===== config.mk =====
export PLATFORM = sky130hd
export DESIGN_NAME = integer_atan2_table
export DESIGN_NICKNAME = d
export VERILOG_FILES = /design/src/rtl/core/iat_pkg.sv /design/src/rtl/core/iat_ctrl.sv /design/src/rtl/core/iat_dp.sv /design/src/rtl/core/integer_atan2_table.sv
export SDC_FILE = /design/constraint.sdc
export NUM_CORES = 1
export LEC_CHECK = 0
export ABC_AREA = 1
export ABC_CLOCK_PERIOD_IN_PS = 5000
export BUFFER_PORTS_ARGS = -buffer_cell sky130_fd_sc_hd__buf_2
export CAP_MARGIN = 20
export CORE_MARGIN = 1.5
export CORE_UTILIZATION = 55
export DETAILED_ROUTE_END_ITERATION = 12
export GPL_ROUTABILITY_DRIVEN = 0
export GPL_TIMING_DRIVEN = 0
export PLACE_DENSITY = 0.77
export SLEW_MARGIN = 10
export SYNTH_ARGS = -nofsm -noshare
export SYNTH_HDL_FRONTEND = slang
export SYNTH_HIERARCHICAL = 1
export SYNTH_SLANG_ARGS = --single-unit
export TNS_END_PERCENT = 20

===== constraint.sdc =====
create_clock -name clk -period 5 [get_ports clk]
set_clock_uncertainty 0.15 [all_clocks]
set_input_delay 0.25 -clock clk [delete_from_list [all_inputs] [get_ports clk]]
set_output_delay 0.25 -clock clk [all_outputs]
set_load 0.05 [all_outputs]

===== src/rtl/core/iat_pkg.sv =====
// ----------------------------------------------------------------------------
// iat_pkg
// Shared widths, controller/datapath interface types and the tangent table.
// ----------------------------------------------------------------------------
package iat_pkg;

	localparam int CoordW = 16;
	localparam int MagW   = 15;
	localparam int NormW  = 9;
	localparam int QuoW   = 7;
	localparam int AngW   = 8;
	localparam int DivSteps = 7;

	typedef struct packed {
		logic load;
		logic shift;
		logic div_step;
		logic div_first;
		logic finish;
	} iat_cmd_t;

	typedef struct packed {
		logic den_big;
	} iat_sts_t;

	// octant angle for round(64*tan), index 0..64
	function automatic logic [5:0] tan_lut(input logic [6:0] idx);
		logic [5:0] t;
		case (idx)
			7'd0:  t = 6'd0;   7'd1:  t = 6'd1;   7'd2:  t = 6'd1;   7'd3:  t = 6'd2;
			7'd4:  t = 6'd3;   7'd5:  t = 6'd3;   7'd6:  t = 6'd4;   7'd7:  t = 6'd4;
			7'd8:  t = 6'd5;   7'd9:  t = 6'd6;   7'd10: t = 6'd6;   7'd11: t = 6'd7;
			7'd12: t = 6'd8;   7'd13: t = 6'd8;   7'd14: t = 6'd9;   7'd15: t = 6'd9;
			7'd16: t = 6'd10;  7'd17: t = 6'd11;  7'd18: t = 6'd11;  7'd19: t = 6'd12;
			7'd20: t = 6'd12;  7'd21: t = 6'd13;  7'd22: t = 6'd13;  7'd23: t = 6'd14;
			7'd24: t = 6'd15;  7'd25: t = 6'd15;  7'd26: t = 6'd16;  7'd27: t = 6'd16;
			7'd28: t = 6'd17;  7'd29: t = 6'd17;  7'd30: t = 6'd18;  7'd31: t = 6'd18;
			7'd32: t = 6'd19;  7'd33: t = 6'd19;  7'd34: t = 6'd20;  7'd35: t = 6'd20;
			7'd36: t = 6'd21;  7'd37: t = 6'd21;  7'd38: t = 6'd22;  7'd39: t = 6'd22;
			7'd40: t = 6'd23;  7'd41: t = 6'd23;  7'd42: t = 6'd24;  7'd43: t = 6'd24;
			7'd44: t = 6'd25;  7'd45: t = 6'd25;  7'd46: t = 6'd25;  7'd47: t = 6'd26;
			7'd48: t = 6'd26;  7'd49: t = 6'd27;  7'd50: t = 6'd27;  7'd51: t = 6'd27;
			7'd52: t = 6'd28;  7'd53: t = 6'd28;  7'd54: t = 6'd29;  7'd55: t = 6'd29;
			7'd56: t = 6'd29;  7'd57: t = 6'd30;  7'd58: t = 6'd30;  7'd59: t = 6'd30;
			7'd60: t = 6'd31;  7'd61: t = 6'd31;  7'd62: t = 6'd31;  7'd63: t = 6'd32;
			7'd64: t = 6'd32;
			default: t = 6'd32;
		endcase
		return t;
	endfunction

endpackage


===== src/rtl/core/iat_ctrl.sv =====
// ----------------------------------------------------------------------------
// iat_ctrl
// Sequencer: load, normalise, seven-step division, finish into output reg.
// ----------------------------------------------------------------------------
module iat_ctrl
	import iat_pkg::*;
(
	input  logic     clk,
	input  logic     arst_n,
	input  logic     in_valid,
	output logic     in_ready,
	output logic     out_valid,
	input  logic     out_ready,
	input  iat_sts_t sts,
	output iat_cmd_t cmd
);

	localparam logic [1:0] StIdle = 2'd0;
	localparam logic [1:0] StNorm = 2'd1;
	localparam logic [1:0] StDiv  = 2'd2;
	localparam logic [1:0] StFin  = 2'd3;
	localparam logic [2:0] LastStep = 3'(DivSteps - 1);

	logic [1:0] state_q, state_d;
	logic [2:0] cnt_q, cnt_d;
	logic       ovalid_q, ovalid_d;

	assign in_ready  = (state_q == StIdle);
	assign out_valid = ovalid_q;

	always_comb begin
		state_d = state_q;
		cnt_d   = cnt_q;
		cmd     = '0;
		ovalid_d = ovalid_q && !out_ready;
		case (state_q)
			StIdle: begin
				if (in_valid) begin
					cmd.load = 1'b1;
					state_d  = StNorm;
				end
			end
			StNorm: begin
				if (sts.den_big) begin
					cmd.shift = 1'b1;
				end else begin
					cnt_d   = '0;
					state_d = StDiv;
				end
			end
			StDiv: begin
				cmd.div_step  = 1'b1;
				cmd.div_first = (cnt_q == '0);
				cnt_d = cnt_q + 3'd1;
				if (cnt_q == LastStep) begin
					state_d = StFin;
				end
			end
			StFin: begin
				if (!ovalid_q || out_ready) begin
					cmd.finish = 1'b1;
					ovalid_d   = 1'b1;
					state_d    = StIdle;
				end
			end
			default: begin
				state_d = StIdle;
			end
		endcase
	end

	always_ff @(posedge clk or negedge arst_n) begin
		if (!arst_n) begin
			state_q  <= StIdle;
			cnt_q    <= '0;
			ovalid_q <= 1'b0;
		end else begin
			state_q  <= state_d;
			cnt_q    <= cnt_d;
			ovalid_q <= ovalid_d;
		end
	end

endmodule


===== src/rtl/core/iat_dp.sv =====
// ----------------------------------------------------------------------------
// iat_dp
// Datapath: magnitudes and octant fold, normaliser, restoring divider,
// rounding, table lookup and quadrant unfold.
// ----------------------------------------------------------------------------
module iat_dp
	import iat_pkg::*;
(
	input  logic                     clk,
	input  logic signed [CoordW-1:0] y_coord,
	input  logic signed [CoordW-1:0] x_coord,
	input  iat_cmd_t                 cmd,
	output iat_sts_t                 sts,
	output logic        [AngW-1:0]   angle
);

	logic [MagW-1:0]  num_q, den_q;
	logic [NormW-1:0] rem_q;
	logic [QuoW-1:0]  quo_q;
	logic             ypos_q, xpos_q, swap_q, zero_q;
	logic [AngW-1:0]  angle_q;

	logic [MagW-1:0]   my, mx;
	logic [CoordW-1:0] ny, nx;
	logic              ypos, xpos, swap;

	logic [NormW:0]   trial, trial_sub;
	logic             ge;
	logic             rnd;
	logic [QuoW-1:0]  qr, idx;
	logic [5:0]       t;
	logic [6:0]       oct;
	logic [AngW-1:0]  a8, ang;

	// magnitudes; the most negative value saturates
	always_comb begin
		ypos = (y_coord > 0);
		xpos = (x_coord > 0);
		ny   = 16'd0 - y_coord;
		nx   = 16'd0 - x_coord;
		if (ypos) begin
			my = y_coord[MagW-1:0];
		end else if (y_coord == 16'sh8000) begin
			my = '1;
		end else begin
			my = ny[MagW-1:0];
		end
		if (xpos) begin
			mx = x_coord[MagW-1:0];
		end else if (x_coord == 16'sh8000) begin
			mx = '1;
		end else begin
			mx = nx[MagW-1:0];
		end
		swap = (my > mx);
	end

	assign sts.den_big = |den_q[MagW-1:NormW];

	// one restoring division step
	always_comb begin
		trial     = cmd.div_first ? {1'b0, num_q[NormW-1:0]} : {rem_q, 1'b0};
		trial_sub = trial - {1'b0, den_q[NormW-1:0]};
		ge        = (trial >= {1'b0, den_q[NormW-1:0]});
	end

	// round, clamp, look up, unfold
	always_comb begin
		rnd = (rem_q >= (den_q[NormW-1:0] >> 1));
		qr  = quo_q + QuoW'(rnd);
		idx = (qr > 7'd64) ? 7'd64 : qr;
		t   = tan_lut(idx);
		if (zero_q) begin
			oct = '0;
		end else if (swap_q) begin
			oct = 7'd64 - {1'b0, t};
		end else begin
			oct = {1'b0, t};
		end
		a8 = {1'b0, oct};
		case ({ypos_q, xpos_q})
			2'b11:   ang = a8;
			2'b10:   ang = 8'd128 - a8;
			2'b01:   ang = 8'd0 - a8;
			default: ang = 8'd128 + a8;
		endcase
	end

	always_ff @(posedge clk) begin
		if (cmd.load) begin
			num_q  <= swap ? mx : my;
			den_q  <= swap ? my : mx;
			zero_q <= (mx == '0) && (my == '0);
			swap_q <= swap;
			ypos_q <= ypos;
			xpos_q <= xpos;
		end else if (cmd.shift) begin
			num_q <= num_q >> 1;
			den_q <= den_q >> 1;
		end
		if (cmd.div_step) begin
			rem_q <= ge ? trial_sub[NormW-1:0] : trial[NormW-1:0];
			quo_q <= {quo_q[QuoW-2:0], ge};
		end
		if (cmd.finish) begin
			angle_q <= ang;
		end
	end

	assign angle = angle_q;

endmodule


===== src/rtl/core/integer_atan2_table.sv =====
// ----------------------------------------------------------------------------
// integer_atan2_table
// atan2(y, x) in 256 units per turn, table based, one request at a time.
// ----------------------------------------------------------------------------
// Input channel s_axis: one request carries y_coord and x_coord.
// Output channel m_axis: one angle, 0..255, per request, in request order.
// x = y = 0 gives 128.
// From input accept to m_axis_tvalid the block halves both magnitudes n times,
// where n (0..6) is the number of halvings that bring the larger magnitude
// under 512; the normaliser shifts one bit a cycle and the divider yields
// one quotient bit a cycle over 7 steps.
// The output register holds a finished angle while the next request is
// taken and worked on; a stalled receiver holds the block only at the
// finish step, until the held angle is taken.
// Reset (arst_n low) empties the block and drops any held angle.
// ----------------------------------------------------------------------------
module integer_atan2_table
	import iat_pkg::*;
(
	input  logic        clk,
	input  logic        arst_n,
	input  logic        s_axis_tvalid,
	output logic        s_axis_tready,
	input  logic [31:0] s_axis_tdata,  // [15:0] y_coord, [31:16] x_coord
	output logic        m_axis_tvalid,
	input  logic        m_axis_tready,
	output logic [7:0]  m_axis_tdata   // [7:0] angle
);

	iat_cmd_t cmd;
	iat_sts_t sts;

	iat_ctrl u_ctrl (
		.clk       (clk),
		.arst_n    (arst_n),
		.in_valid  (s_axis_tvalid),
		.in_ready  (s_axis_tready),
		.out_valid (m_axis_tvalid),
		.out_ready (m_axis_tready),
		.sts       (sts),
		.cmd       (cmd)
	);

	iat_dp u_dp (
		.clk     (clk),
		.y_coord (s_axis_tdata[15:0]),
		.x_coord (s_axis_tdata[31:16]),
		.cmd     (cmd),
		.sts     (sts),
		.angle   (m_axis_tdata)
	);

endmodule


==> out/qor.yml, run 1 <==
drt_iter0_drc: 541
diodes: 0
worst_setup_path_start_kind: "flip-flop"
pwr-share-clk: 0.096
antenna_found_initial: 0
netlist_instances: 826
worstMarginPinSlew_ps: 904.0
clk_latency_ps: 340
switching_share: 0.4812
seqPwrFrac: 0.232
cap_violations: 0
multi_input_area_mm2: 0.003744
syn_to_final_growth_pct: 15.69
period_minus_slack_ps: 5047
yosysTopAreaCell: "edfxtp_1"
ir_drop_uv: 518.3
yosys-top-cells-area: "edfxtp_1, nand2_1, ha_1, inv_1, o21ai_0"
period_share: 1.009
ys.warnings.count: 6
postRouteWirelength_um: 14890
holdWs_ps: 47.67
fin_ws_ps: -47.34
status: "complete, but fails checks"
avgViaCountPerCell: 5.539
core_mm2: 0.01079
syn_area_per_cell_um2: 7.310
yosys-top-cells-count: "nand2_1, inv_1, o21ai_0"
finalHoldViolCount: 0
cts-root-buf: "clkbuf_8"
grt_max_degree: 31
die_w_um: 107.8
start_util: 0.5595
critPathTopFamily: "simple AND/OR/NAND/NOR gates"
critPathMaxStageDelay_ps: 420
final_util: 0.6472
crit_top_cell: "nor2_2"
synth_seq_cells: 64
portBuffers: 45
seqCellArea_mm2: 0.001892
synth_ff_type: "edfxtp_1"
p_int_mw: 2.543
synth.most_common_cell: "nand2_1"
clk_pin_slew_ps: 70
critPathBufInv: 5
syn-num-nets: 917
synth-async-reset-ratio: 0.09375
holdCritPathClass: "in -> reg"
drv_slew: 0
die_area_mm2: 0.01162
firstDrtPassIters: 6
crit_path_end_kind: "flip-flop"
crit_slowest_cell: "edfxtp_1"
cts_buffers: 9
path_max_fanout: 4
ys_seq_area_frac: 0.3133
final.setup.tns_ps: -47.34
critPathKind: "reg -> reg"
powerDensity_mw_per_mm2: 701.8
final_area_mm2: 0.006985
synth_edf_count: 58
cp_data_required_time_ps: 4930
post-dp-hpwl_um: 10950
finalNetCount: 999
violations: "negative setup slack"
switchingPower_mw: 2.359
max_slew_margin: 0.3974
grt_first_pass_wirelength_um: 24540
p_leak_nw: 3.261
cts_tree: "done"
crit_arrival_ps: 4980
grt_overflow_total: 0
cts_buffer_depth: 2
vias: 5827
fmax_mhz: 198.1
grt_pass1_vias: 5184
drc: 0
synth_top_cell_area_share: 0.2884
syn_area_mm2: 0.006038
power_mw: 4.902
die_h_um: 107.8
gr-usage-all-layers: 0.2633
io-pin-count: 46
combPwrFrac: 0.672
synth_cell_type_count: 54
rows: 38
nFillCells: 943
place_area_mm2: 0.006439
h-tree-depth: 3
wl_per_cell_um: 14.15
final_antenna_net_count: 0
drive_above_1_share: 0.1963
clock-sinks: 64
rsz0062_at_grt: "yes"
final-setup-viol-count: 1
[state kept, by name, summed over array words and instances (netlist names), 2 cells and up]
| register | count |
|---|---|
| u_ctrl/cnt_q | 3 |
| u_ctrl/state_q | 2 |
| u_dp/angle | 8 |
| u_dp/den_q | 15 |
| u_dp/num_q | 15 |
| u_dp/quo_q | 7 |
| u_dp/rem_q | 9 |
[metal layers]
metal  up-vias  global-route usage  share of wire
met3        22             0.03208          0.053
met2       213              0.4231           0.46
met1      2625              0.3716           0.47
met5         -                   0              0
met4         0             0.07801          0.017
li1       2967                   -              -
[layout make-up]
type	count	share of cell area
plain buffers	22	0.01522
clock buffers	10	0.01827
clock inverters	5	0.01039
inverters	117	0.06323
multi-input cells	623	0.5359
flip-flops and latches	64	0.2708
well taps	140	0.02508
repair buffers	71	0.06108
[power by group through the flow]
stage / Combinational [mW] / Clock (mW) / Sequential, mW
final: 3.29 / 0.470 / 1.14
after global routing: 3.69 / 0.499 / 1.17
after CTS: 3.08 / 0.476 / 1.14
after detailed placement: 2.75 / 0 / 1.14
after global placement: 2.71 / 0 / 1.14
after floorplan: 2.12 / 0 / 1.19
[worst paths after layout]
path / depth (start not counted) / to / slack (ps) / startpoint
setup / recovery: 35 / u_dp/angle[4]$_DFFE_PP_ / -50 / u_dp/den_q[1]$_DFFE_PP_
hold / removal: 4 / u_ctrl/out_valid$_DFF_PN0_ / 50 / m_axis_tready
setup reg to reg: 35 / u_dp/angle[4]$_DFFE_PP_ / -50 / u_dp/den_q[1]$_DFFE_PP_
hold reg to reg: 0 / u_dp/quo_q[5]$_DFFE_PP_ / 340 / u_dp/quo_q[4]$_DFFE_PP_
max in group asynchronous: 2 / u_ctrl/cnt_q[0]$_DFFE_PN0P_ / 4430 / arst_n
min in group asynchronous: 2 / u_ctrl/cnt_q[2]$_DFFE_PN0P_ / 110 / arst_n
[logic make-up after synthesis]
family | after synthesis | share of synthesized area
buffers and inverters | 139 | 0.09076
and+or+nand+nor | 393 | 0.3077
adders and majority gates | 55 | 0.1152
AOI/OAI and AO/OA | 168 | 0.1629
xor gates and xnor gates | 7 | 0.01015
DFF | 64 | 0.3133
[what timing repair did]
action / CTS / global route
endpoints found under the setup margin: 7 / 16
hold endpoints to repair: 6 / 0
hold buffers: 1 / 0
buffers inserted: 17 / 8
gates resized for setup: 23 / 15
pin swaps: 29 / 26
[worst min-delay path: stages]
cell and delay, ps:
buf_2 70, inv_1 70, nand2_1 60, nand2_1 40
[cell usage in the layout, fill, tap and decap left out, types with 6 or more instances in the layout]
master	n
a21boi_0	6
a21oi_1	49
a21oi_2	6
buf_2	48
buf_4	25
clkbuf_1	16
clkbuf_8	9
clkinv_1	6
dfrtp_1	6
edfxtp_1	58
ha_1	45
ha_4	6
inv_1	99
inv_2	13
nand2_1	177
nand2_2	16
nand3_1	44
nand3_2	10
nand3b_1	6
nand4_1	11
nor2_1	55
nor2_2	9
nor3_1	38
o211ai_1	12
o21ai_0	60
o21ai_1	12
xor2_1	6
[metrics by stage]
step | worst slack [ps] | std cells
final | -47.34 | 1052
after global routing | -323.4 | 1052
after floorplan | 8.131 | 826
after global placement | -627.3 | 1011
after detailed placement | -651.4 | 1011
after CTS | -6.229 | 1044
(Power assumes the default switching activity.)
==> run 2, diff against run 1 <==
==> constraint.sdc (replaced) <==
create_clock -name clk -period 5 [get_ports clk]
set_clock_uncertainty 0.15 [all_clocks]
set_input_delay 0 -clock clk [delete_from_list [all_inputs] [get_ports clk]]
set_output_delay 0 -clock clk [all_outputs]
set_load 0.05 [all_outputs]
==> run 2 against run 1 <==
The flow now finishes without violations. Register-to-register slack improved by 50 ps. Global-route usage hardly changed. Power decreased by 0.28%. First-iteration DRC count up 7.6%. Non-clock buffer count up 3. Sequential cell count is the same. Combinational power barely moved. Final cell count up 0.29%. Setup slack better by 49 ps. Critical path depth unchanged. Routed wire length grew 0.24%. Clock power about the same. Highest routed layer unchanged.
==> out/qor.yml, run 2 (synthesis gave the netlist of run 1 again) <==
finalNetCount: 1002  # +0.30%
switching_share: 0.4806  # -0.0005533
largest_registers: "u_dp/den_q (15), u_dp/num_q (15), u_dp/rem_q (9)"
critPathMaxStageDelay_ps: 420  # about the same
r2r_start: "u_dp/den_q[1]$_DFFE_PP_"
grt_pass1_vias: 5209  # +0.48%
core_mm2: 0.01079  # unchanged
diodes: 0  # unchanged
drv_slew: 0  # unchanged
vias: 5822  # -0.086%
die_w_um: 107.8  # unchanged
switchingPower_mw: 2.349  # -0.40%
cts_buffers: 9  # unchanged
crit_slowest_cell: "edfxtp_1"
p_int_mw: 2.539  # -0.17%
fmax_mhz: 200.1  # +0.98%
crit_top_cell: "nor2_2"
finalHoldViolCount: 0  # unchanged
die_h_um: 107.8  # unchanged
seqCellArea_mm2: 0.001892  # unchanged
holdCritPathClass: "in -> reg"
grt_first_pass_wirelength_um: 24580  # +0.20%
pwr-share-clk: 0.096  # about the same
combPwrFrac: 0.671  # about the same
avgViaCountPerCell: 5.518  # -0.37%
clock-sinks: 64  # unchanged
final_util: 0.6502  # +0.003014
postRouteWirelength_um: 14930  # +0.24%
seqPwrFrac: 0.233  # about the same
min_from: "s_axis_tdata[0]"
final_common_cell: "nand2_1"
hold_end: "u_dp/den_q[0]$_DFFE_PP_"
r2r_slack_ps: 2  # +50 ps
mostFrequentLayoutCells: "nand2_1, inv_1, o21ai_0"
power_mw: 4.888  # -0.28%
rsz0062_at_grt: "yes"
rows: 38  # unchanged
cts_tree: "done"
ir_drop_uv: 518.2  # about the same
fin_ws_ps: 1.717  # +49.06 ps
worstMarginPinSlew_ps: 883.6  # -20.31 ps
wl_per_cell_um: 14.15  # about the same
clk_latency_ps: 340  # about the same
final_area_mm2: 0.007018  # +0.47%
gr-usage-all-layers: 0.2637  # +0.0003877
powerDensity_mw_per_mm2: 696.5  # -0.74%
drive_above_1_share: 0.1945  # -0.001736
cp_data_required_time_ps: 4930  # about the same
gr-usage-met3: 0.03450  # +0.002421
cap_violations: 0  # unchanged
nFillCells: 938  # -0.53%
grtUsageMet2: 0.4245  # +0.001365
clk_pin_slew_ps: 70  # about the same
final.setup.tns_ps: 0  # +47.34 ps
portBuffers: 45  # unchanged
drt_iter0_drc: 582  # +7.6%
crit_path_end_kind: "flip-flop"
grt_max_degree: 31  # unchanged
r2r_cells: 35  # unchanged
firstDrtPassIters: 5  # -1
status: "complete, no violations"
worst_setup_path_start_kind: "flip-flop"
grt-busiest-layer: "met2"
io-pin-count: 46  # unchanged
period_minus_slack_ps: 4998  # -49.06 ps
p_leak_nw: 3.273  # +0.38%
drc: 0  # unchanged
syn_to_final_growth_pct: 16.22
met1_usage: 0.3697  # -0.001914
h-tree-depth: 3  # unchanged
final_antenna_net_count: 0  # unchanged
grt_overflow_total: 0  # unchanged
cts_buffer_depth: 2  # unchanged
crit_arrival_ps: 4930  # -50 ps
place_area_mm2: 0.006439  # unchanged
antenna_found_initial: 0  # unchanged
multi_input_area_mm2: 0.003744  # unchanged
max_slew_margin: 0.4109  # +0.01354
critPathKind: "reg -> reg"
die_area_mm2: 0.01162  # unchanged
start_util: 0.5595  # unchanged
path_max_fanout: 4  # unchanged
post-dp-hpwl_um: 10950  # unchanged
final-setup-viol-count: 0  # -1
period_share: 0.9997  # -0.009812
cts-root-buf: "clkbuf_8"
rr_endpoint: "u_dp/angle[4]$_DFFE_PP_"
dp_slack_ps: -651.4  # unchanged
hold_depth: 5  # +1
-- run 2: per-stage QoR --
stage               hold WS, ps  instances
detailed placement       -312.0       1011
finish                    46.47       1055
floorplan                -445.6        826
CTS                       30.67       1048
global placement         -313.1       1011
global route              89.02       1055
-- run 2: final cells by class --
type                            instances  area share
Multi-Input combinational cell        623      0.5334
Clock buffer                           10     0.01819
Timing Repair Buffer                   74     0.06543
Sequential cell                        64      0.2696
Inverter                              117     0.06293
Clock inverter                          5     0.01034
Tap cell                              140     0.02496
Buffer                                 22     0.01515
-- run 2: power by group through the flow --
stage	logic, mW	clock network [mW]	registers (mW)
finish	3.28	0.469	1.14
global route	3.69	0.499	1.17
CTS	3.09	0.476	1.14
detailed placement	2.75	0	1.14
global placement	2.71	0	1.14
floorplan	2.12	0	1.19
-- run 2: routing by layer --
layer / part of all wire / routed length [µm] / up-vias
li1: - / - / 2976
met1: 0.47 / 7048 / 2654
met2: 0.46 / 6898 / 172
met3: 0.047 / 698 / 20
met4: 0.019 / 280 / 0
met5: 0 / 0 / -
-- run 2: how the worst max path moves through the flow --
stage	slack, ps	endpoint	startpoint
after global placement	-630	u_dp/angle[6]$_DFFE_PP_	u_dp/den_q[3]$_DFFE_PP_
after global routing	-320	u_dp/angle[6]$_DFFE_PP_	u_dp/den_q[3]$_DFFE_PP_
final	2	u_dp/angle[4]$_DFFE_PP_	u_dp/den_q[1]$_DFFE_PP_
after CTS	-6	u_dp/angle[6]$_DFFE_PP_	u_dp/rem_q[2]$_DFFE_PP_
after floorplan	8	u_dp/angle[6]$_DFFE_PP_	u_dp/den_q[3]$_DFFE_PP_
after detailed placement	-650	u_dp/angle[6]$_DFFE_PP_	u_dp/den_q[3]$_DFFE_PP_
-- run 2: critical path: cells and delay by family (launching register included) --
family | cells | cell delay, ps
AND/OR/NAND/NOR | 18 | 1460
adder cells (fa/ha/maj) | 6 | 1430
AO/OA/AOI/OAI | 6 | 860
flip-flops | 1 | 420
buffers and inverters | 5 | 410
-- run 2: timing repair --
| action | 4_1_cts | 5_1_grt |
|---|---|---|
| pin swaps | 29 | 26 |
| hold buffers | 5 | 0 |
| endpoints found under the hold margin | 14 | 0 |
| setup endpoints to repair | 7 | 16 |
| gates resized for setup | 23 | 14 |
| buffers inserted | 17 | 7 |
| cloned | 0 | 0 |
